<file path="config.mk">
export PLATFORM = sky130hd
export DESIGN_NAME = gamepad_serial_command_responder_unit_flat
export DESIGN_NICKNAME = d
export VERILOG_FILES = /design/src/hdl/gscr_pkg.sv /design/src/hdl/gscr_cmd_if.sv /design/src/hdl/gscr_rsp_if.sv /design/src/hdl/gscr_front.sv /design/src/hdl/gscr_queue.sv /design/src/hdl/gscr_back.sv /design/src/hdl/gamepad_serial_command_responder_unit.sv /design/src/flat_wrapper.sv
export SDC_FILE = /design/constraint.sdc
export NUM_CORES = 1
export LEC_CHECK = 0
export BUFFER_PORTS_ARGS = -buffer_cell sky130_fd_sc_hd__buf_4
export CORE_MARGIN = 8
export CORE_UTILIZATION = 40
export CTS_BUF_LIST = sky130_fd_sc_hd__clkbuf_2
export DETAILED_ROUTE_END_ITERATION = 10
export SETUP_SLACK_MARGIN = 0.5
export SYNTH_ARGS = -nofsm -noshare
export SYNTH_HDL_FRONTEND = slang
export SYNTH_SLANG_ARGS = --single-unit
export TNS_END_PERCENT = 50
</file>
<file path="constraint.sdc">
create_clock -name i_clk -period 8.63 [get_ports i_clk]
set_input_delay 0.4315 -clock i_clk [delete_from_list [all_inputs] [get_ports i_clk]]
set_output_delay 0.4315 -clock i_clk [all_outputs]
set_load 0.02 [all_outputs]
</file>
<file path="src/hdl/gscr_pkg.sv">
package gscr_pkg;

    localparam int QUEUE_DEPTH_DEF = 4;

    localparam int BTN_CODE_W = 17;
    localparam int LEN_W      = 5;

    localparam logic [BTN_CODE_W-1:0] BTN_CODE_RST = 17'h10000;

    localparam logic [7:0] CMD_STATUS   = 8'h40;
    localparam logic [7:0] CMD_QUERY    = 8'h41;
    localparam logic [7:0] CMD_POLL     = 8'h42;
    localparam logic [7:0] CMD_CONFIG   = 8'h43;
    localparam logic [7:0] CMD_SET_MODE = 8'h44;
    localparam logic [7:0] CMD_INFO     = 8'h45;
    localparam logic [7:0] CMD_ACT      = 8'h46;
    localparam logic [7:0] CMD_COMB     = 8'h47;
    localparam logic [7:0] CMD_MODE_ID  = 8'h4c;
    localparam logic [7:0] CMD_RUMBLE   = 8'h4d;
    localparam logic [7:0] CMD_NATIVE   = 8'h4f;

    localparam logic [1:0] ACT_CMD     = 2'd0;
    localparam logic [1:0] ACT_PRESS   = 2'd1;
    localparam logic [1:0] ACT_RELEASE = 2'd2;
    localparam logic [1:0] ACT_AXIS    = 2'd3;

    localparam logic [1:0] MODE_DIGITAL = 2'd0;
    localparam logic [1:0] MODE_ANALOG  = 2'd1;
    localparam logic [1:0] MODE_PRESS   = 2'd2;

    localparam logic [7:0] ID_DIGITAL = 8'h41;
    localparam logic [7:0] ID_ANALOG  = 8'h73;
    localparam logic [7:0] ID_PRESS   = 8'h79;
    localparam logic [7:0] ID_CONFIG  = 8'hf3;
    localparam logic [7:0] BYTE_ACK   = 8'h5a;
    localparam logic [7:0] BYTE_IDLE  = 8'hff;

    localparam logic [7:0]  AXIS_RST   = 8'h7f;
    localparam logic [15:0] BTN_RST    = 16'hffff;
    localparam logic [7:0]  MASK_RST   = 8'hff;
    localparam logic [7:0]  RUMBLE_RST = 8'hff;

    localparam logic [LEN_W-1:0] LEN_DIGITAL = 5'd5;
    localparam logic [LEN_W-1:0] LEN_SHORT   = 5'd9;
    localparam logic [LEN_W-1:0] LEN_FULL    = 5'd21;

    typedef enum logic [3:0] {
        RK_PAD,
        RK_ZERO,
        RK_STATUS,
        RK_CFG,
        RK_INFO,
        RK_ACT,
        RK_COMB,
        RK_MODE,
        RK_RUMBLE,
        RK_NATIVE
    } t_rsp_kind;

    typedef struct packed {
        t_rsp_kind         kind;
        logic              flag;
        logic [LEN_W-1:0]  len;
        logic [7:0]        model;
        logic [15:0]       buttons;
        logic [3:0][7:0]   axes;
        logic [7:0]        d0;
        logic [7:0]        d1;
    } t_rsp_desc;

    function automatic logic [7:0] rsp_byte(t_rsp_desc d, logic [LEN_W-1:0] idx);
        logic [7:0] b;
        b = 8'h00;
        if (idx == 5'd0) begin
            b = BYTE_IDLE;
        end else if (idx == 5'd1) begin
            b = (d.kind == RK_PAD) ? d.model : ID_CONFIG;
        end else if (idx == 5'd2) begin
            b = BYTE_ACK;
        end else begin
            unique case (d.kind)
                RK_PAD: begin
                    case (idx)
                        5'd3:    b = d.buttons[7:0];
                        5'd4:    b = d.buttons[15:8];
                        5'd5:    b = d.axes[1];
                        5'd6:    b = d.axes[0];
                        5'd7:    b = d.axes[3];
                        5'd8:    b = d.axes[2];
                        default: b = BYTE_IDLE;
                    endcase
                end
                RK_STATUS: begin
                    case (idx)
                        5'd5:    b = 8'h02;
                        5'd8:    b = BYTE_ACK;
                        default: b = 8'h00;
                    endcase
                end
                RK_CFG: begin
                    case (idx)
                        5'd3:    b = d.d0;
                        5'd4:    b = d.d1;
                        5'd5:    b = 8'h03;
                        5'd8:    b = BYTE_ACK;
                        default: b = 8'h00;
                    endcase
                end
                RK_INFO: begin
                    case (idx)
                        5'd3:    b = 8'h03;
                        5'd4:    b = 8'h02;
                        5'd5:    b = {7'd0, d.flag};
                        5'd6:    b = 8'h02;
                        5'd7:    b = 8'h01;
                        default: b = 8'h00;
                    endcase
                end
                RK_ACT: begin
                    case (idx)
                        5'd5:    b = 8'h01;
                        5'd6:    b = d.flag ? 8'h01 : 8'h02;
                        5'd7:    b = d.flag ? 8'h01 : 8'h00;
                        5'd8:    b = d.flag ? 8'h14 : 8'h0a;
                        default: b = 8'h00;
                    endcase
                end
                RK_COMB: begin
                    case (idx)
                        5'd5:    b = 8'h02;
                        5'd7:    b = 8'h01;
                        default: b = 8'h00;
                    endcase
                end
                RK_MODE: begin
                    b = (idx == 5'd6) ? (d.flag ? 8'h07 : 8'h04) : 8'h00;
                end
                RK_RUMBLE: begin
                    case (idx)
                        5'd3:    b = d.d0;
                        5'd4:    b = d.d1;
                        default: b = BYTE_IDLE;
                    endcase
                end
                RK_NATIVE: begin
                    b = (idx == 5'd8) ? BYTE_ACK : 8'h00;
                end
                default: b = 8'h00;
            endcase
        end
        return b;
    endfunction

endpackage

</file>
<file path="src/hdl/gscr_cmd_if.sv">
interface gscr_cmd_if;
    logic        valid;
    logic        ready;
    logic [1:0]  action;
    logic [7:0]  command_code;
    logic [7:0]  arg_a;
    logic [7:0]  arg_b;
    logic [7:0]  arg_c;
    logic [7:0]  arg_d;
    logic [16:0] button_mask;
    logic [1:0]  axis_select;
    logic [7:0]  axis_value;

    modport source (
        output valid, action, command_code, arg_a, arg_b, arg_c, arg_d,
               button_mask, axis_select, axis_value,
        input  ready
    );
    modport sink (
        input  valid, action, command_code, arg_a, arg_b, arg_c, arg_d,
               button_mask, axis_select, axis_value,
        output ready
    );
endinterface

</file>
<file path="src/hdl/gscr_rsp_if.sv">
interface gscr_rsp_if;
    logic       valid;
    logic       ready;
    logic [7:0] response_byte;
    logic       last_byte;

    modport source (output valid, response_byte, last_byte, input ready);
    modport sink (input valid, response_byte, last_byte, output ready);
endinterface

</file>
<file path="src/hdl/gscr_front.sv">
module gscr_front
    import gscr_pkg::*;
(
    input  logic                  i_clk,
    input  logic                  i_rst_n,
    input  logic                  i_cfg_we,
    input  logic [BTN_CODE_W-1:0] i_cfg_wdata,
    gscr_cmd_if.sink              i_cmd,
    input  logic                  i_q_full,
    output logic                  o_q_push,
    output t_rsp_desc             o_q_desc
);

    logic [BTN_CODE_W-1:0] r_btn_code;
    logic [1:0]            r_mode,    n_mode;
    logic                  r_locked,  n_locked;
    logic                  r_cfg,     n_cfg;
    logic [7:0]            r_mask0,   n_mask0;
    logic [7:0]            r_mask1,   n_mask1;
    logic [7:0]            r_rumble0, n_rumble0;
    logic [7:0]            r_rumble1, n_rumble1;
    logic [15:0]           r_buttons, n_buttons;
    logic [3:0][7:0]       r_axes,    n_axes;

    logic      accept;
    logic      known;
    logic      arg_nz;
    t_rsp_desc desc;

    assign i_cmd.ready = !i_q_full;
    assign accept      = i_cmd.valid && i_cmd.ready;
    assign arg_nz      = i_cmd.arg_a != 8'd0;

    // classify command into a response descriptor, snapshotting state
    always_comb begin
        known        = 1'b1;
        desc.kind    = RK_ZERO;
        desc.flag    = 1'b0;
        desc.len     = LEN_SHORT;
        desc.model   = (r_mode == MODE_DIGITAL) ? ID_DIGITAL : ID_ANALOG;
        desc.buttons = r_buttons;
        desc.axes    = r_axes;
        desc.d0      = r_mask0;
        desc.d1      = r_mask1;
        case (i_cmd.command_code)
            CMD_STATUS:   desc.kind = RK_STATUS;
            CMD_QUERY:    desc.kind = (r_mode == MODE_DIGITAL) ? RK_ZERO : RK_CFG;
            CMD_POLL: begin
                desc.kind = RK_PAD;
                if (r_mode == MODE_DIGITAL) begin
                    desc.len = LEN_DIGITAL;
                end else if (r_mode == MODE_ANALOG) begin
                    desc.len = LEN_SHORT;
                end else begin
                    desc.len   = LEN_FULL;
                    desc.model = ID_PRESS;
                end
            end
            CMD_CONFIG: begin
                if (!r_cfg) begin
                    desc.kind = RK_PAD;
                    desc.len  = (r_mode == MODE_DIGITAL) ? LEN_DIGITAL : LEN_SHORT;
                end
            end
            CMD_SET_MODE: desc.kind = RK_ZERO;
            CMD_INFO: begin
                desc.kind = RK_INFO;
                desc.flag = r_mode != MODE_DIGITAL;
            end
            CMD_ACT: begin
                desc.kind = RK_ACT;
                desc.flag = arg_nz;
            end
            CMD_COMB:     desc.kind = RK_COMB;
            CMD_MODE_ID: begin
                desc.kind = RK_MODE;
                desc.flag = arg_nz;
            end
            CMD_RUMBLE: begin
                desc.kind = RK_RUMBLE;
                desc.d0   = r_rumble0;
                desc.d1   = r_rumble1;
            end
            CMD_NATIVE:   desc.kind = RK_NATIVE;
            default:      known = 1'b0;
        endcase
    end

    assign o_q_push = accept && (i_cmd.action == ACT_CMD) && known;
    assign o_q_desc = desc;

    always_comb begin
        n_mode    = r_mode;
        n_locked  = r_locked;
        n_cfg     = r_cfg;
        n_mask0   = r_mask0;
        n_mask1   = r_mask1;
        n_rumble0 = r_rumble0;
        n_rumble1 = r_rumble1;
        n_buttons = r_buttons;
        n_axes    = r_axes;
        if (accept) begin
            unique case (i_cmd.action)
                ACT_CMD: begin
                    case (i_cmd.command_code)
                        CMD_CONFIG: n_cfg = arg_nz;
                        CMD_SET_MODE: begin
                            if (i_cmd.arg_a < 8'd2 && !r_locked) begin
                                n_mode = i_cmd.arg_a[1:0];
                            end
                            n_locked = i_cmd.arg_b == 8'h03;
                        end
                        CMD_RUMBLE: begin
                            n_rumble0 = i_cmd.arg_a;
                            n_rumble1 = i_cmd.arg_b;
                        end
                        CMD_NATIVE: begin
                            n_mask0 = i_cmd.arg_a;
                            n_mask1 = i_cmd.arg_b;
                            priority if (!i_cmd.arg_c[0]) begin
                                n_mode = MODE_DIGITAL;
                            end else if (!i_cmd.arg_c[1]) begin
                                n_mode = MODE_ANALOG;
                            end else begin
                                n_mode = MODE_PRESS;
                            end
                        end
                        default: ;
                    endcase
                end
                ACT_PRESS: begin
                    if (i_cmd.button_mask == r_btn_code) begin
                        if (!r_locked) begin
                            n_mode = (r_mode != MODE_DIGITAL) ? MODE_DIGITAL : MODE_ANALOG;
                        end
                    end else begin
                        n_buttons = r_buttons & ~i_cmd.button_mask[15:0];
                    end
                end
                ACT_RELEASE: n_buttons = r_buttons | i_cmd.button_mask[15:0];
                ACT_AXIS:    n_axes[i_cmd.axis_select] = i_cmd.axis_value;
                default: ;
            endcase
        end
    end

    always_ff @(posedge i_clk) begin
        if (!i_rst_n) begin
            r_btn_code <= BTN_CODE_RST;
            r_mode     <= MODE_DIGITAL;
            r_locked   <= 1'b0;
            r_cfg      <= 1'b0;
            r_mask0    <= MASK_RST;
            r_mask1    <= MASK_RST;
            r_rumble0  <= RUMBLE_RST;
            r_rumble1  <= RUMBLE_RST;
            r_buttons  <= BTN_RST;
            r_axes     <= {4{AXIS_RST}};
        end else begin
            if (i_cfg_we) begin
                r_btn_code <= i_cfg_wdata;
            end
            r_mode    <= n_mode;
            r_locked  <= n_locked;
            r_cfg     <= n_cfg;
            r_mask0   <= n_mask0;
            r_mask1   <= n_mask1;
            r_rumble0 <= n_rumble0;
            r_rumble1 <= n_rumble1;
            r_buttons <= n_buttons;
            r_axes    <= n_axes;
        end
    end

    a_lock_holds_mode: assert property (@(posedge i_clk) disable iff (!i_rst_n)
        accept && i_cmd.action == ACT_PRESS && i_cmd.button_mask == r_btn_code && r_locked
        |=> $stable(r_mode))
        else $error("locked mode changed by analog button");

    a_mode_valid: assert property (@(posedge i_clk) disable iff (!i_rst_n)
        r_mode != 2'd3)
        else $error("pad mode reached unused code");

endmodule

</file>
<file path="src/hdl/gscr_queue.sv">
module gscr_queue
    import gscr_pkg::*;
#(
    parameter int DEPTH = QUEUE_DEPTH_DEF
) (
    input  logic      i_clk,
    input  logic      i_rst_n,
    input  logic      i_push,
    input  t_rsp_desc i_desc,
    output logic      o_full,
    input  logic      i_pop,
    output logic      o_valid,
    output t_rsp_desc o_desc
);

    localparam int AW = $clog2(DEPTH);
    localparam int CW = $clog2(DEPTH + 1);

    t_rsp_desc         r_mem [DEPTH];
    logic [AW-1:0]     r_wr_ptr;
    logic [AW-1:0]     r_rd_ptr;
    logic [CW-1:0]     r_count;

    assign o_full  = r_count == CW'(DEPTH);
    assign o_valid = r_count != '0;
    assign o_desc  = r_mem[r_rd_ptr];

    always_ff @(posedge i_clk) begin
        if (!i_rst_n) begin
            r_wr_ptr <= '0;
            r_rd_ptr <= '0;
            r_count  <= '0;
        end else begin
            if (i_push) begin
                r_wr_ptr <= (r_wr_ptr == AW'(DEPTH - 1)) ? '0 : r_wr_ptr + 1'b1;
            end
            if (i_pop) begin
                r_rd_ptr <= (r_rd_ptr == AW'(DEPTH - 1)) ? '0 : r_rd_ptr + 1'b1;
            end
            if (i_push && !i_pop) begin
                r_count <= r_count + 1'b1;
            end else if (!i_push && i_pop) begin
                r_count <= r_count - 1'b1;
            end
        end
    end

    always_ff @(posedge i_clk) begin
        if (i_push) begin
            r_mem[r_wr_ptr] <= i_desc;
        end
    end

    a_no_overflow: assert property (@(posedge i_clk) disable iff (!i_rst_n)
        i_push |-> !o_full)
        else $error("push into full queue");

    a_no_underflow: assert property (@(posedge i_clk) disable iff (!i_rst_n)
        i_pop |-> o_valid)
        else $error("pop from empty queue");

endmodule

</file>
<file path="src/hdl/gscr_back.sv">
module gscr_back
    import gscr_pkg::*;
(
    input  logic      i_clk,
    input  logic      i_rst_n,
    input  logic      i_q_valid,
    input  t_rsp_desc i_q_desc,
    output logic      o_q_pop,
    gscr_rsp_if.source o_rsp
);

    logic             r_busy;
    t_rsp_desc        r_cur;
    logic [LEN_W-1:0] r_idx;
    logic             r_out_valid;
    logic [7:0]       r_out_byte;
    logic             r_out_last;

    logic emit;
    logic is_last;
    logic load;

    assign emit    = r_busy && (!r_out_valid || o_rsp.ready);
    assign is_last = r_idx == (r_cur.len - 1'b1);
    assign load    = i_q_valid && (!r_busy || (emit && is_last));
    assign o_q_pop = load;

    assign o_rsp.valid         = r_out_valid;
    assign o_rsp.response_byte = r_out_byte;
    assign o_rsp.last_byte     = r_out_last;

    always_ff @(posedge i_clk) begin
        if (!i_rst_n) begin
            r_busy      <= 1'b0;
            r_idx       <= '0;
            r_out_valid <= 1'b0;
        end else begin
            if (load) begin
                r_busy <= 1'b1;
                r_idx  <= '0;
            end else if (emit) begin
                if (is_last) begin
                    r_busy <= 1'b0;
                end else begin
                    r_idx <= r_idx + 1'b1;
                end
            end
            if (emit) begin
                r_out_valid <= 1'b1;
            end else if (o_rsp.ready) begin
                r_out_valid <= 1'b0;
            end
        end
    end

    always_ff @(posedge i_clk) begin
        if (load) begin
            r_cur <= i_q_desc;
        end
        if (emit) begin
            r_out_byte <= rsp_byte(r_cur, r_idx);
            r_out_last <= is_last;
        end
    end

    a_idx_in_range: assert property (@(posedge i_clk) disable iff (!i_rst_n)
        r_busy |-> (r_idx < r_cur.len))
        else $error("byte index past response length");

    a_last_ends_busy: assert property (@(posedge i_clk) disable iff (!i_rst_n)
        emit && is_last && !load |=> !r_busy)
        else $error("response continued past last beat");

endmodule

</file>
<file path="src/hdl/gamepad_serial_command_responder_unit.sv">
// Channel   Dir  Payload                                          Beat
// i_cmd     in   action, command_code, arg_a..arg_d,              one item
//                button_mask, axis_select, axis_value
// o_rsp     out  response_byte, last_byte                         one byte
// i_cfg_*   in   analog_button_code (17 bits)                     one write
//
// Input items enter at one per cycle while the descriptor queue (default depth 4)
// has room; state updates land at the accepting edge.
// Output runs one byte per cycle from the back end while o_rsp is ready: a
// command with N bytes (5, 9 or 21) gives N o_rsp beats; unknown commands and
// button or axis items give no beats. Reset is synchronous and active low.
// o_rsp stalls hold the output register; i_cmd stalls only when the queue is full.
module gamepad_serial_command_responder_unit
    import gscr_pkg::*;
#(
    parameter int QUEUE_DEPTH = QUEUE_DEPTH_DEF
) (
    input  logic                  i_clk,
    input  logic                  i_rst_n,
    input  logic                  i_cfg_we,
    input  logic [BTN_CODE_W-1:0] i_cfg_wdata,
    gscr_cmd_if.sink              i_cmd,
    gscr_rsp_if.source            o_rsp
);

    logic      q_full;
    logic      q_push;
    logic      q_pop;
    logic      q_valid;
    t_rsp_desc q_in;
    t_rsp_desc q_out;

    gscr_front u_front (
        .i_clk       (i_clk),
        .i_rst_n     (i_rst_n),
        .i_cfg_we    (i_cfg_we),
        .i_cfg_wdata (i_cfg_wdata),
        .i_cmd       (i_cmd),
        .i_q_full    (q_full),
        .o_q_push    (q_push),
        .o_q_desc    (q_in)
    );

    gscr_queue #(
        .DEPTH (QUEUE_DEPTH)
    ) u_queue (
        .i_clk   (i_clk),
        .i_rst_n (i_rst_n),
        .i_push  (q_push),
        .i_desc  (q_in),
        .o_full  (q_full),
        .i_pop   (q_pop),
        .o_valid (q_valid),
        .o_desc  (q_out)
    );

    gscr_back u_back (
        .i_clk     (i_clk),
        .i_rst_n   (i_rst_n),
        .i_q_valid (q_valid),
        .i_q_desc  (q_out),
        .o_q_pop   (q_pop),
        .o_rsp     (o_rsp)
    );

endmodule
</file>
<file path="src/flat_wrapper.sv">
// flat-port wrapper written by rule: the top's interface ports become plain ports
module gamepad_serial_command_responder_unit_flat import gscr_pkg::*;
#(
    parameter int QUEUE_DEPTH = QUEUE_DEPTH_DEF
)
  (i_clk, i_rst_n, i_cfg_we, i_cfg_wdata, i_cmd_valid, i_cmd_action, i_cmd_command_code, i_cmd_arg_a, i_cmd_arg_b, i_cmd_arg_c, i_cmd_arg_d, i_cmd_button_mask, i_cmd_axis_select, i_cmd_axis_value, i_cmd_ready, o_rsp_valid, o_rsp_response_byte, o_rsp_last_byte, o_rsp_ready);
  gscr_cmd_if i_cmd_i ();
  gscr_rsp_if o_rsp_i ();
  input  logic i_clk;
  input  logic i_rst_n;
  input  logic i_cfg_we;
  input  logic [BTN_CODE_W-1:0] i_cfg_wdata;
  input wire logic [$bits(i_cmd_i.valid)-1:0] i_cmd_valid;
  input wire logic [$bits(i_cmd_i.action)-1:0] i_cmd_action;
  input wire logic [$bits(i_cmd_i.command_code)-1:0] i_cmd_command_code;
  input wire logic [$bits(i_cmd_i.arg_a)-1:0] i_cmd_arg_a;
  input wire logic [$bits(i_cmd_i.arg_b)-1:0] i_cmd_arg_b;
  input wire logic [$bits(i_cmd_i.arg_c)-1:0] i_cmd_arg_c;
  input wire logic [$bits(i_cmd_i.arg_d)-1:0] i_cmd_arg_d;
  input wire logic [$bits(i_cmd_i.button_mask)-1:0] i_cmd_button_mask;
  input wire logic [$bits(i_cmd_i.axis_select)-1:0] i_cmd_axis_select;
  input wire logic [$bits(i_cmd_i.axis_value)-1:0] i_cmd_axis_value;
  output wire logic [$bits(i_cmd_i.ready)-1:0] i_cmd_ready;
  output wire logic [$bits(o_rsp_i.valid)-1:0] o_rsp_valid;
  output wire logic [$bits(o_rsp_i.response_byte)-1:0] o_rsp_response_byte;
  output wire logic [$bits(o_rsp_i.last_byte)-1:0] o_rsp_last_byte;
  input wire logic [$bits(o_rsp_i.ready)-1:0] o_rsp_ready;
  assign i_cmd_i.valid = i_cmd_valid;
  assign i_cmd_i.action = i_cmd_action;
  assign i_cmd_i.command_code = i_cmd_command_code;
  assign i_cmd_i.arg_a = i_cmd_arg_a;
  assign i_cmd_i.arg_b = i_cmd_arg_b;
  assign i_cmd_i.arg_c = i_cmd_arg_c;
  assign i_cmd_i.arg_d = i_cmd_arg_d;
  assign i_cmd_i.button_mask = i_cmd_button_mask;
  assign i_cmd_i.axis_select = i_cmd_axis_select;
  assign i_cmd_i.axis_value = i_cmd_axis_value;
  assign i_cmd_ready = i_cmd_i.ready;
  assign o_rsp_valid = o_rsp_i.valid;
  assign o_rsp_response_byte = o_rsp_i.response_byte;
  assign o_rsp_last_byte = o_rsp_i.last_byte;
  assign o_rsp_i.ready = o_rsp_ready;
  gamepad_serial_command_responder_unit #(.QUEUE_DEPTH(QUEUE_DEPTH)) u_core (.i_clk(i_clk), .i_rst_n(i_rst_n), .i_cfg_we(i_cfg_we), .i_cfg_wdata(i_cfg_wdata), .i_cmd(i_cmd_i), .o_rsp(o_rsp_i));
endmodule
</file>
**Word-level counts from Yosys, hierarchy flattened**

Memories as Yosys holds them, arrays and structs flattened. A register that Yosys moved wholly into a read port is not among the register bits.
Cells that the tools add are included.

- Register bits: 124
- Memory bits (writable): 328
- Input bits: 91
- Output and inout bits: 11
- Logic and storage cells: 178
- Memories: 1

Memory list:

| memory | words | bits a word | rd ports | clocked after Yosys merged registers in | write ports | line | source |
|---|---|---|---|---|---|---|---|
| u_core.u_queue.r_mem | 4 | 82 | 1 | 1 | 1 | gscr_queue.sv:19 | `t_rsp_desc r_mem [DEPTH];` |

- $add $sub $neg: 6
- Magnitude comparators: 3
- Equality and inequality tests: 42
- Multiplexer cells: 56
- Bitwise gates (word level): 5
- Reductions and logical operators: 44

Operator list:

| cell | count |
|---|---|
| $eq 8x7->1 const B | 11 |
| $pmux 8 s9 | 1 |
| $pmux 8 s6 | 1 |
| $mux 8 | 5 |
| $pmux 4 s10 | 1 |
| $bwmux 32 | 1 |
| $mux 16 | 2 |
| $pmux 16 s2 | 1 |
| $pmux 8 s4 | 1 |
| $eq 5x3->1 const B | 4 |
| $mux 2 | 10 |
| $pmux 5 s4 | 1 |
| $mux 6 | 3 |
| $eq 17x17->1 | 1 |
| $and 16x16->16 | 1 |
| $demux 8 s2 | 1 |
| $eq 4x3->1 const B | 4 |
| $not 16->16 | 1 |
| $or 16x16->16 | 1 |
| $pmux 8 s2 | 1 |
| $mux 5 | 3 |
| $reduce_and 3->1 | 5 |
| $pmux 7 s2 | 1 |
| $reduce_bool 2->1 | 7 |
| 42 further kinds | 88 |

**Depth between registers and ports, before layout**

Gate-level depths: netlist of run 1.

- Depth in word-level cells: 9
- Depth in mapped cells: 12
- Depth with buffers taken out: 11

**By module**

Synthesis of run 1 repeated with hierarchy kept, for this count alone.

- Cell total of the unflattened synthesis: 1,366
- Area total of the unflattened synthesis: 21,326.7 um^2

Modules (own cells, without submodules):

| module | times used | cells each | area an instance (um^2) | sequential area each (um^2) |
|---|---|---|---|---|
| gscr_queue | 1 | 472 | 12,374.4 | 10,029.6 |
| gscr_front | 1 | 556 | 4,546.9 | 2,021.9 |
| gscr_back | 1 | 338 | 4,405.5 | 2,872.8 |

**Worst setup path before layout of run 1**

Ideal clock, no wire load.

- Path kind: register -> register
- Start point: register u_core.u_queue.r_count[0]
- End point: memory u_core.u_queue.r_mem[0][0] (netlist bit), enable pin
- Setup time: 440 ps
- Data arrival time: 3,263 ps
- Required time: 8,190 ps
- Setup slack: 4,926 ps
- Cell stages (with the launch flop): 7
- Path buffers: 1
- Clock period less this slack: 3,704 ps
- Path through: dfxtp_1 or3b_1 nand2_1 nor3_2 and3_1 buf_2 and2_1

- Word-level cells in the longest chain between the ends: 7

RTL lines:

| item | line | source |
|---|---|---|
| start: declaration | gscr_queue.sv:22 | `logic [CW-1:0] r_count;` |
| start signal: assignment | gscr_queue.sv:41 | `r_count <= r_count + 1'b1;` |
| start signal: assignment | gscr_queue.sv:43 | `r_count <= r_count - 1'b1;` |
| $eq 3x3->1 | gscr_queue.sv:24 | `assign o_full = r_count == CW'(DEPTH);` |
| $logic_not 1->1 | gscr_front.sv:30 | `assign i_cmd.ready = !i_q_full;` |
| net i_cmd_ready | flat_wrapper.sv:23 | `output wire logic [$bits(i_cmd_i.ready)-1:0] i_cmd_ready;` |
| $logic_and 1x1->1 | gscr_front.sv:31 | `assign accept = i_cmd.valid && i_cmd.ready;` |
| $logic_and 1x1->1 (2 in a row) | gscr_front.sv:89 | `assign o_q_push = accept && (i_cmd.action == ACT_CMD) && known;` |
| net u_core.q_push | gamepad_serial_command_responder_unit.sv:27 | `logic q_push;` |
| $mux 1 | gscr_queue.sv:49 | `if (i_push) begin` |
| $mux 1 (not written as such) | gscr_queue.sv:50 | `r_mem[r_wr_ptr] <= i_desc;` |
| end: declaration | gscr_queue.sv:19 |  |

The timed path passes the listed nets, and every way through them passes these cells.

**Final worst setup path of run 1**

- Start point: register u_core.u_queue.r_count[0]
- End point: register u_core.u_front.r_cfg

- Word-level cells in the longest chain between the ends: 4

RTL lines:

| item | line | source |
|---|---|---|
| $eq 3x3->1 | gscr_queue.sv:24 |  |
| $logic_not 1->1 | gscr_front.sv:30 |  |
| $logic_and 1x1->1 | gscr_front.sv:31 |  |
| $reduce_and 3->1 (no line) | - |  |
| end signal: assignment | gscr_front.sv:165 | `r_cfg <= n_cfg;` |
| end: declaration | gscr_front.sv:17 | `logic r_cfg, n_cfg;` |

No other way between the ends.
A chain may end at the register's enable or synchronous reset.

==> results by group, run 1 <==
Logic synthesis
  – Syn. warnings: 0
  – Syn_nets: 1342
  – Register area share after synthesis: 70.1%
  – Synthesized flop and latch total: 494
  – Syn_area_per_cell: 15.7 um^2
  – Synth top area share: 58.3%
  – Yosys top cell by area: edfxtp_1
  – Post-synth ARST share: 0%
  – Cell Area, Synth: about 20000 um^2
  – Top_reg_cell synth: edfxtp_1
  – Synth unique cells: just over 70
  – Synth Instances: 1240
  – Number of synthesized flops with an enable pin: 379
  – Synth area leaders: edfxtp_1 (58%), dfxtp_1 (12%), mux4_2 (8.5%)

Route
  – WL per Instance: 19.7 um
  – Final wirelength: between 40000 and 50000 um
  – ANT nets after route: 0
  – Drt first-iter violations: 711
  – Vias after detailed routing: roughly 12000
  – Vias/cell: ~5
  – First-pass iteration count of the detailed router: 8
  – # DRC: 0

CTS
  – H-tree Lvls: 3
  – Post-CTS sizing: 0
  – Sink Count: 494
  – Worst-path clk slew: 110 ps
  – Root Driver: clkbuf_2
  – Worst-skew pair later-pin latency: approximately 1100 ps
  – Worst-case clock buffer depth: 3
  – CTS tree: yes
  – Total CTS buffers: 120

Finish
  – Layout area overhead: 19.4%
  – Final Core Density: 48.0%
  – Most frequent cells in the layout: edfxtp_1 (379), clkbuf_2 (201), nand2_1 (143), dlygate4sd3_1 (134), dfxtp_1 (113)
  – Nets: 1631
  – Fraction of layout cells with a size suffix above 1: 26.3%
  – Most common cell after layout, fill and taps aside: edfxtp_1

Worst setup path
  – Critical Path RT: 9600 ps
  – Worst R2R Path Depth: 8
  – Worst r2r src: u_core.u_queue.r_count[0]$_SDFFE_PN0P_
  – Crit path max-delay family: buffers and inverters
  – R2R setup slack: 4810 ps
  – Critical Path Max Stage Delay: around 820 ps
  – Most used cell, CP: dlygate4sd3_1
  – Crit path DAT: 4790 ps
  – Startpoint Class: flip-flop
  – Cells along the critical path: or3b_1 -> nand2_1 -> nor3_2 -> dlygate4sd3_1 -> nand4_1 -> dlygate4sd3_1 -> and3_1 -> dlygate4sd3_1
  – Critical Path End Type: flip-flop
  – Slowest-stage cell, CP: dlygate4sd3_1
  – Crit Path Max Fanout: 5
  – R2r endpoint: u_core.u_front.r_cfg$_SDFFE_PN0P_
  – Worst path bufs/invs: 3
  – Setup Crit Path Kind: reg2reg

STA
  – Fin Hold WS: 161 ps
  – Slew margin rel.: approximately 28%
  – Unrepaired setup endpoints after global routing: false
  – Hold Fails Final Rpt: 0
  – Max Fclk: 262 MHz
  – Worst slew pin tran: ~1100 ps
  – Worst Skew: between 40 and 50 ps
  – Final setup fails: 0
  – Minimum clock period: 3820 ps
  – Max Slew Vio Count: 0
  – Post-route setup TNS: 0 ps
  – Final cycle utilization of the critical path: ~44%

GRT
  – Initial antenna violation count: 4
  – Gr usage total: 16.0%
  – First-pass GRT wire length: between 60000 and 70000 um
  – Largest net degree at the start of global routing: 77
  – Total congestion overflow: 0
  – Vias in the first global route: approximately 12000

Place
  – IO Port Bufs: 87
  – RePlAce Congestion: about 0.85
  – Hpwl dp: approximately 27000 um

Power and ir drop
  – VDD IR-drop max: 0.195 mV
  – Sw Pwr: between 1.5 and 2 mW
  – Gate power share: 16.2%
  – Sequential Power Share: 55.3%
  – Internal power: 3.98 mW
  – PwrDens: 239 nW/um^2
  – Total power: 5.55 mW
  – Static leakage: 8.16 nW
  – Clk network pwr share: around 29%
  – Switching part of the total: 28.4%

Status
  – Run status: finished, final reports clean

Floorplan
  – Die H: 237 um
  – Die Wd: around 240 um
  – Std-Cell Core Area: 48500 um^2
  – Num rows: 81
  – Ports: 102
  – Starting Density: 40.2%
  – Die area: ~56000 um^2

Min path
  – HP Start: i_cmd_arg_b[4]
  – Hold depth: 4
  – HP Class: in2reg
  – Hold Crit Endpoint: u_core.u_front.r_mask1[4]$_SDFFE_PN1P_

Flow run
  – Max-cap viol count: 0
[synth_stat cells (20+ instances only)]
master    count
buf_2        21
clkbuf_1     36
dfxtp_1     115
edfxtp_1    379
inv_1        31
mux2_2       25
mux2i_1      55
mux4_2       74
nand2_1     143
nand3_1      54
nor2_1       35
nor2b_1      33
o21ai_0      37
xor2_1       20
[through the flow]
stage	setup slack, ps	instance area [um^2]	instances
after floorplan	4930	19500	1240
after global placement	4860	20700	1895
after detailed placement	4840	20700	1895
after CTS	4860	23300	2254
after global routing	4570	23300	2259
final	4810	23300	2259
[worst max path at each step]
stage / from / endpoint / slack [ps] / cells after the start
floorplan: u_core.u_queue.r_count[0]$_SDFFE_PN0P_ / u_core.u_queue.r_mem[0][0]$_DFFE_PP_ / 4930 / 6
detailed placement: u_core.u_queue.r_count[0]$_SDFFE_PN0P_ / u_core.u_queue.r_mem[0][17]$_DFFE_PP_ / 4840 / 6
global route: u_core.u_queue.r_count[0]$_SDFFE_PN0P_ / u_core.u_front.r_cfg$_SDFFE_PN0P_ / 4570 / 8
finish: u_core.u_queue.r_count[0]$_SDFFE_PN0P_ / u_core.u_front.r_cfg$_SDFFE_PN0P_ / 4810 / 8
CTS: u_core.u_queue.r_count[0]$_SDFFE_PN0P_ / u_core.u_front.r_cfg$_SDFFE_PN0P_ / 4860 / 8
global placement: u_core.u_queue.r_count[0]$_SDFFE_PN0P_ / u_core.u_queue.r_mem[0][74]$_DFFE_PP_ / 4860 / 6
[power by group through the flow]
stage / registers [mW] / clock network [mW] / logic (mW)
final: 3.07 / 1.59 / 0.898
after global routing: 3.10 / 1.77 / 0.980
after CTS: 3.08 / 1.64 / 0.911
after detailed placement: 3.13 / 0 / 0.862
after global placement: 3.13 / 0 / 0.854
after floorplan: 3.02 / 0 / 0.645
[registers in the layout (all words and copies together) (netlist names), named ones only]
name	count
u_core.u_queue.r_wr_ptr	2
u_core.u_front.r_cfg	1
u_core.u_back.r_cur	74
u_core.u_front.r_btn_code	17
u_core.u_front.r_locked	1
u_core.u_back.o_rsp.valid	1
u_core.u_queue.r_rd_ptr	2
u_core.u_front.r_rumble0	8
u_core.u_queue.r_mem	296
u_core.u_front.r_mode	2
u_core.u_back.r_idx	5
u_core.u_front.r_rumble1	8
u_core.u_front.r_mask1	8
u_core.u_back.r_busy	1
u_core.u_front.o_q_desc	32
u_core.u_back.o_rsp.response_byte	8
u_core.u_queue.r_count	3
u_core.u_back.o_rsp.last_byte	1
u_core.u_front.r_mask0	8
[worst register-to-register path: cells and delay by family (launching register included)]
kind	cells	cell delay (ps)
buffers and inverters	3	1930
flip-flops	1	420
AND/OR/NAND/NOR	5	1390
[repair_timing]
item / in CTS / in global routing
hold buffers: 134 / 0
setup buffers: 0 / 0
endpoints found under the hold margin: 203 / 0
[layout make-up]
cell class / instances / area [um^2]
fillers: 4202 / 25300
flip-flops and latches: 494 / 13700
multi-input cells: 650 / 5430
repair buffers: 232 / 2080
clock buffers: 201 / 1010
well taps: 622 / 778
clock inverters: 24 / 175
inverters: 31 / 116
diodes: 5 / 12.5
[kinds of logic after synthesis]
family,share of synthesized area [%]
adders and majority gates,0.744
DFF,70.1
buffers and inverters,2.16
muxes,12.8
AOI/OAI and AO/OA,4.13
xor gates and xnor gates,1.21
and+or+nand+nor,8.81
[layer usage]
metal | wire length [um] | up-vias | track usage (%) | share of wire, %
li1 | - | 5391 | - | -
met1 | 18100 | 5800 | 18.8 | 41
met2 | 22600 | 327 | 27.3 | 51
met3 | 2380 | 99 | 4.10 | 5.3
met4 | 1450 | 2 | 7.08 | 3.3
met5 | 13 | - | 0 | 0.029
(Power assumes the default switching activity.)
==> inputs of run 2 (changes only) <==
==> constraint.sdc (replaced) <==
create_clock -name i_clk -period 3.55 [get_ports i_clk]
set_input_delay 0.1775 -clock i_clk [delete_from_list [all_inputs] [get_ports i_clk]]
set_output_delay 0.1775 -clock i_clk [all_outputs]
set_load 0.02 [all_outputs]
==> run 2 against run 1 <==
  * Setup slack got worse by 4200 ps
  * Via count is 4.9% higher
  * Sequential share of layout area is 2.7 points lower
  * Wire length rose by 7.4%
  * Global-route usage is 0.85 points higher
  * Total power is 150% higher
  * Utilization rose by 2.3 points
  * First-iteration DRC count is 8.7% lower
  * Clock-buffer cell count is 12 lower
  * Largest cell class unchanged
==> results by group, run 2 (synthesis gave the netlist of run 1 again) <==
STA
  – Worst Skew: 107 ps (+60.9 ps)
  – Hold Fails Final Rpt: 0 (unchanged)
  – Max Slew Vio Count: 0 (unchanged)
  – Final setup fails: 0 (unchanged)
  – Minimum clock period: 2990 ps
  – Max Fclk: 334 MHz
  – Worst slew pin tran: 936 ps (-145 ps)
  – Unrepaired setup endpoints after global routing: true
  – Slew margin rel.: 37.6% (+9.6 points)
  – Final worst setup slack: 560 ps (-4250 ps)
  – Post-route setup TNS: 0 ps (unchanged)
  – Final cycle utilization of the critical path: 84.2%

GRT
  – Largest net degree at the start of global routing: 75 (-2.6%)
  – Gr usage total: 16.8% (+0.85 points)
  – Vias in the first global route: 12734 (+2.7%)
  – First-pass GRT wire length: 72700 um (+5.0%)
  – Initial antenna violation count: 4 (unchanged)
  – Total congestion overflow: 0 (unchanged)

Power and ir drop
  – Switching part of the total: 28.8% (+0.36 points)
  – Internal power: 9.89 mW (+150%)
  – Gate power share: 17.1% (+0.9 points)
  – Sw Pwr: 3.99 mW (+150%)
  – Static leakage: 8.62 nW (+5.6%)
  – Clk network pwr share: 29.1% (+0.5 points)
  – PwrDens: 569 nW/um^2 (+140%)
  – VDD IR-drop max: 0.513 mV (+160%)
  – Sequential Power Share: 53.7% (-1.6 points)

Finish
  – Fraction of layout cells with a size suffix above 1: 25.3% (-1.1 points)
  – Layout area overhead: 25.1%
  – Largest reg by FF count: u_core.u_queue.r_mem
  – Nets: 1728 (+5.9%)
  – Most common cell after layout, fill and taps aside: edfxtp_1
  – Most frequent cells in the layout: edfxtp_1 (379), dlygate4sd3_1 (218), clkbuf_2 (189), nand2_1 (143), dfxtp_1 (113)
  – Final Non-Filler Cells: 2359 (+4.4%)
  – Max reg flops: 296 (unchanged)
  – FILL cells: 4051 (-3.6%)

Floorplan
  – Die H: 237 um (unchanged)
  – Num rows: 81 (unchanged)
  – Die area: 56100 um^2 (unchanged)
  – Die Wd: 237 um (unchanged)
  – Std-Cell Core Area: 48500 um^2 (unchanged)
  – Starting Density: 40.2% (unchanged)
  – Ports: 102 (unchanged)

CTS
  – Worst-case clock buffer depth: 3 (unchanged)
  – Worst-skew pair later-pin latency: 1090 ps (about the same)
  – CTS tree: yes
  – Sink Count: 494 (unchanged)
  – Worst-path clk slew: 120 ps (about the same)
  – Total CTS buffers: 120 (unchanged)
  – H-tree Lvls: 3 (unchanged)
  – Root Driver: clkbuf_2

Worst setup path
  – Critical Path End Type: flip-flop
  – Critical Path RT: 4570 ps (-5030 ps)
  – Crit Path Max Fanout: 15 (+10)
  – Startpoint Class: primary input
  – R2R setup slack: 580 ps (-4230 ps)
  – Crit path DAT: 4010 ps (-780 ps)
  – Setup Crit Path Kind: in2reg

Place
  – Hpwl dp: 27100 um (+1.7%)
  – Cell count after placement: 1906 (+0.58%)
  – RePlAce Congestion: 0.866 (+1.6%)
  – IO Port Bufs: 87 (unchanged)
  – Place WS: 734 ps (-4110 ps)

Route
  – Vias/cell: 5.17 (+0.45%)
  – Vias after detailed routing: 12188 (+4.9%)
  – # DRC: 0 (unchanged)
  – First-pass iteration count of the detailed router: 5 (-3)
  – Drt first-iter violations: 649 (-8.7%)
  – ANT nets after route: 0 (unchanged)
  – WL per Instance: 20.3 um (+2.9%)
  – Final wirelength: 47800 um (+7.4%)

Status
  – Run status: finished, final reports clean

Min path
  – HP Class: in2reg

Flow run
  – Max-cap viol count: 0 (unchanged)
## run 2: final cells by class
class,instances,area (um^2),area share [%]
Multi-Input combinational cell,650,5420,22.2
Tap cell,622,778,3.19
Inverter,31,116,0.477
Clock inverter,40,298,1.22
Sequential cell,494,13700,56.1
Timing Repair Buffer,329,3140,12.9
Antenna cell,4,10.0,0.0410
Clock buffer,189,946,3.88
## run 2: per-stage QoR
stage	hold slack [ps]	utilization, %	instance area (um^2)	total power, mW
6_report	165	50.3	24400	13.9
5_1_grt	89.0	50.3	24400	14.6
4_1_cts	5.11	50.2	24400	14.0
3_5_place_dp	409	43.2	20900	9.81
3_3_place_gp	399	43.2	20900	9.78
2_1_floorplan	301	-	19500	8.90
## run 2: path summary, 6_finish.rpt
kind / startpoint / endpoint / cells after the start
setup / recovery: i_cmd_command_code[2] / u_core.u_front.r_rumble1[5]$_SDFFE_PN1P_ / 10
hold / removal: i_cmd_action[0] / flip-flop / 6
setup reg to reg: u_core.u_queue.r_count[0]$_SDFFE_PN0P_ / u_core.u_front.r_rumble1[5]$_SDFFE_PN1P_ / 9
hold reg to reg: u_core.u_front.o_q_desc[34]$_SDFFE_PN1P_ / u_core.u_queue.r_mem[0][34]$_DFFE_PP_ / 0
## run 2: power by group through the flow
stage / clock [mW] / combinational [mW] / sequential, mW
2_1_floorplan: 0 / 1.57 / 7.33
3_3_place_gp: 0 / 2.17 / 7.60
3_5_place_dp: 0 / 2.20 / 7.61
4_1_cts: 4.19 / 2.38 / 7.48
5_1_grt: 4.49 / 2.56 / 7.53
6_report: 4.04 / 2.38 / 7.46
## run 2: critical path: stages
cell           delay, ps
dlygate4sd3_1        530
buf_4                170
nand2_2               80
nor3_4               210
dlygate4sd3_1       1040
and2_2               480
nand2_1              100
dlygate4sd3_1        570
nand3_1               90
dlygate4sd3_1        550
## run 2: timing repair
item	in CTS	in global routing
endpoints found under the setup margin	0	8
resized for setup	0	1
hold buffers	218	0
hold endpoints to repair	284	0
buffers inserted	0	2
## run 2: routing by layer
metal / routed length (um) / global-route usage (%) / up-vias / part of all wire [%]
li1: - / - / 5603 / -
met1: 19200 / 19.6 / 6078 / 40
met2: 24600 / 29.3 / 381 / 51
met3: 2470 / 3.85 / 126 / 5.2
met4: 1510 / 7.73 / 0 / 3.2
met5: 0 / 0 / - / 0
==> inputs of run 3 (changes only) <==
==> constraint.sdc (replaced) <==
create_clock -name i_clk -period 2.8 [get_ports i_clk]
set_input_delay 0.14 -clock i_clk [delete_from_list [all_inputs] [get_ports i_clk]]
set_output_delay 0.14 -clock i_clk [all_outputs]
set_load 0.02 [all_outputs]
==> run 3 against run 2 <==
  * Clock-buffer cell count rose by 6
  * Combinational power rose by 53%
  * Utilization rose by 1.3 points
  * First-iteration DRC count rose by 24%
  * Critical path depth fell by 2
  * Critical path type is now reg2reg
  * Highest routed layer is now met5
  * Final area rose by 2.5%
  * Die area did not move
  * Total power rose by 29%
  * Global-route usage rose by 0.55 points
==> results by group, run 3 (synthesis gave the netlist of run 1 again) <==
Worst setup path
  – Critical Path RT: 3860 ps (-710 ps)
  – Worst path bufs/invs: 2 (-3)
  – Setup Crit Path Kind: reg2reg
  – Worst path depth: 8 (-2)
  – Critical Path End Type: flip-flop
  – Cells along the critical path: xor2_1 -> nor4_4 -> nand3_2 -> o211ai_1 -> buf_4 -> o21ai_0 -> nand3_1 -> dlygate4sd3_1
  – Critical Path Max Stage Delay: 580 ps (-460 ps)
  – Slowest-stage cell, CP: dlygate4sd3_1
  – Crit path max-delay family: buffers and inverters
  – Crit Path Max Fanout: 8 (-7)
  – Startpoint Class: flip-flop
  – Crit path DAT: 3690 ps (-320 ps)
  – Worst R2R Path Depth: 8 (-1)

Status
  – Run status: finished, final reports clean

Power and ir drop
  – Switching part of the total: 29.5% (+0.71 points)
  – Static leakage: 8.91 nW (+3.4%)
  – Total power: 18.0 mW (+29%)
  – PwrDens: 718 nW/um^2 (+26%)
  – Clk network pwr share: 27.6% (-1.5 points)
  – VDD IR-drop max: 0.426 mV (-17%)
  – Sequential Power Share: 52.1% (-1.6 points)
  – Internal power: 12.7 mW (+28%)
  – Sw Pwr: 5.29 mW (+33%)
  – Gate power share: 20.3% (+3.2 points)

Route
  – Final wirelength: 49500 um (+3.5%)
  – # DRC: 0 (unchanged)
  – Drt first-iter violations: 806 (+24%)
  – Vias/cell: 5.16 (-0.21%)
  – WL per Instance: 20.6 um (+1.8%)
  – Vias after detailed routing: 12374 (+1.5%)
  – First-pass iteration count of the detailed router: 5 (unchanged)
  – ANT nets after route: 0 (unchanged)

Place
  – RePlAce Congestion: 0.866 (about the same)
  – IO Port Bufs: 87 (unchanged)
  – Place WS: 279 ps (-456 ps)
  – Hpwl dp: 27200 um (+0.25%)

GRT
  – First-pass GRT wire length: 74500 um (+2.4%)
  – Initial antenna violation count: 8 (+4)
  – Total congestion overflow: 0 (unchanged)
  – Vias in the first global route: 13215 (+3.8%)
  – Gr usage total: 17.4% (+0.55 points)
  – Largest net degree at the start of global routing: 77 (+2.7%)

CTS
  – Worst-path clk slew: 100 ps (-20 ps)
  – H-tree Lvls: 4 (+1)
  – Root Driver: clkbuf_2
  – Total CTS buffers: 132 (+10%)
  – Worst-skew pair later-pin latency: 1190 ps (+100 ps)
  – Sink Count: 494 (unchanged)
  – Worst-case clock buffer depth: 3 (unchanged)
  – CTS tree: yes

Finish
  – Fraction of layout cells with a size suffix above 1: 30.4% (+5.1 points)
  – Layout area overhead: 28.3%
  – Most common cell after layout, fill and taps aside: edfxtp_1
  – Nets: 1774 (+2.7%)
  – Max reg flops: 296 (unchanged)
  – Most frequent cells in the layout: edfxtp_1 (379), dlygate4sd3_1 (210), clkbuf_2 (196), nand2_1 (142), buf_4 (125)
  – Largest reg by FF count: u_core.u_queue.r_mem

STA
  – Fin Hold WS: 218 ps (+53.3 ps)
  – Post-route setup TNS: 0 ps (unchanged)
  – Minimum clock period: around 2600 ps
  – Worst Skew: 112 ps (+4.24 ps)
  – Unrepaired setup endpoints after global routing: true
  – Max Slew Vio Count: 0 (unchanged)
  – Max Fclk: 380 MHz
  – Worst slew pin tran: 742 ps (-194 ps)
  – Final worst setup slack: 171 ps (-389 ps)
  – Hold Fails Final Rpt: 0 (unchanged)
  – Final setup fails: 0 (unchanged)
  – Slew margin rel.: 50.6% (+13 points)
  – Final cycle utilization of the critical path: 93.9%

Floorplan
  – Starting Density: 40.2% (unchanged)
  – Std-Cell Core Area: 48500 um^2 (unchanged)
  – Die Wd: 237 um (unchanged)
  – Num rows: 81 (unchanged)
  – Die H: 237 um (unchanged)
  – Die area: 56100 um^2 (unchanged)
  – Ports: 102 (unchanged)

Min path
  – Hold depth: 5 (-1)
  – HP Class: in2reg

Flow run
  – Max-cap viol count: 0 (unchanged)
run 3: tightest hold or removal path: stages:
cell	delay, ps
dlygate4sd3_1	530
buf_4	160
o21ai_0	70
a32o_1	120
nand2_1	140
run 3: power groups by stage:
stage               Combinational [mW]  Clock (mW)  Sequential (mW)
floorplan                         2.05           0             9.29
CTS                               3.55        5.13             9.35
global route                      3.92        5.53             9.41
detailed placement                3.13           0             9.51
finish                            3.65        4.95             9.36
global placement                  3.07           0             9.54
run 3: final cells by class:
class	instances	area, um^2
antenna	6	15.0
clock buffer	195	976
clock inverter	39	230
fill	4013	23500
inverter	31	120
multi-input combinational	650	5630
sequential	494	13700
tap	622	778
timing repair buffer	363	3540
run 3: worst paths after layout:
path	start	to	slack, ps
setup / recovery	u_core.u_front.r_btn_code[10]$_SDFFE_PN0P_	flip-flop	170
hold reg to reg	u_core.u_front.r_rumble0[2]$_SDFFE_PN1P_	u_core.u_front.r_rumble0[2]$_SDFFE_PN1P_	470
hold / removal	i_cmd_command_code[0]	u_core.u_queue.r_mem[0][78]$_DFFE_PP_	220
setup reg to reg	u_core.u_front.r_btn_code[10]$_SDFFE_PN0P_	flip-flop	170
run 3: metal layers:
metal | GRT usage (%) | vias up | wire (um)
met5 | 0 | - | 13
met4 | 7.99 | 2 | 1550
met3 | 4.49 | 122 | 2540
met2 | 29.9 | 379 | 25600
met1 | 20.2 | 6185 | 19800
li1 | - | 5686 | -
run 3: through the flow:
step	instances	area, um^2	utilization (%)
2_1_floorplan	1240	19600	-
3_3_place_gp	1920	21200	43.6
3_5_place_dp	1920	21200	43.6
4_1_cts	2378	24700	50.9
5_1_grt	2400	25000	51.5
6_report	2400	25000	51.5
run 3: repair_timing:
action,4_1_cts,5_1_grt
hold buffers,220,0
gates cloned,1,3
hold endpoints to repair,508,0
pin swaps,5,20
gates resized for setup,18,52
setup endpoints to repair,132,115
setup buffers,3,22
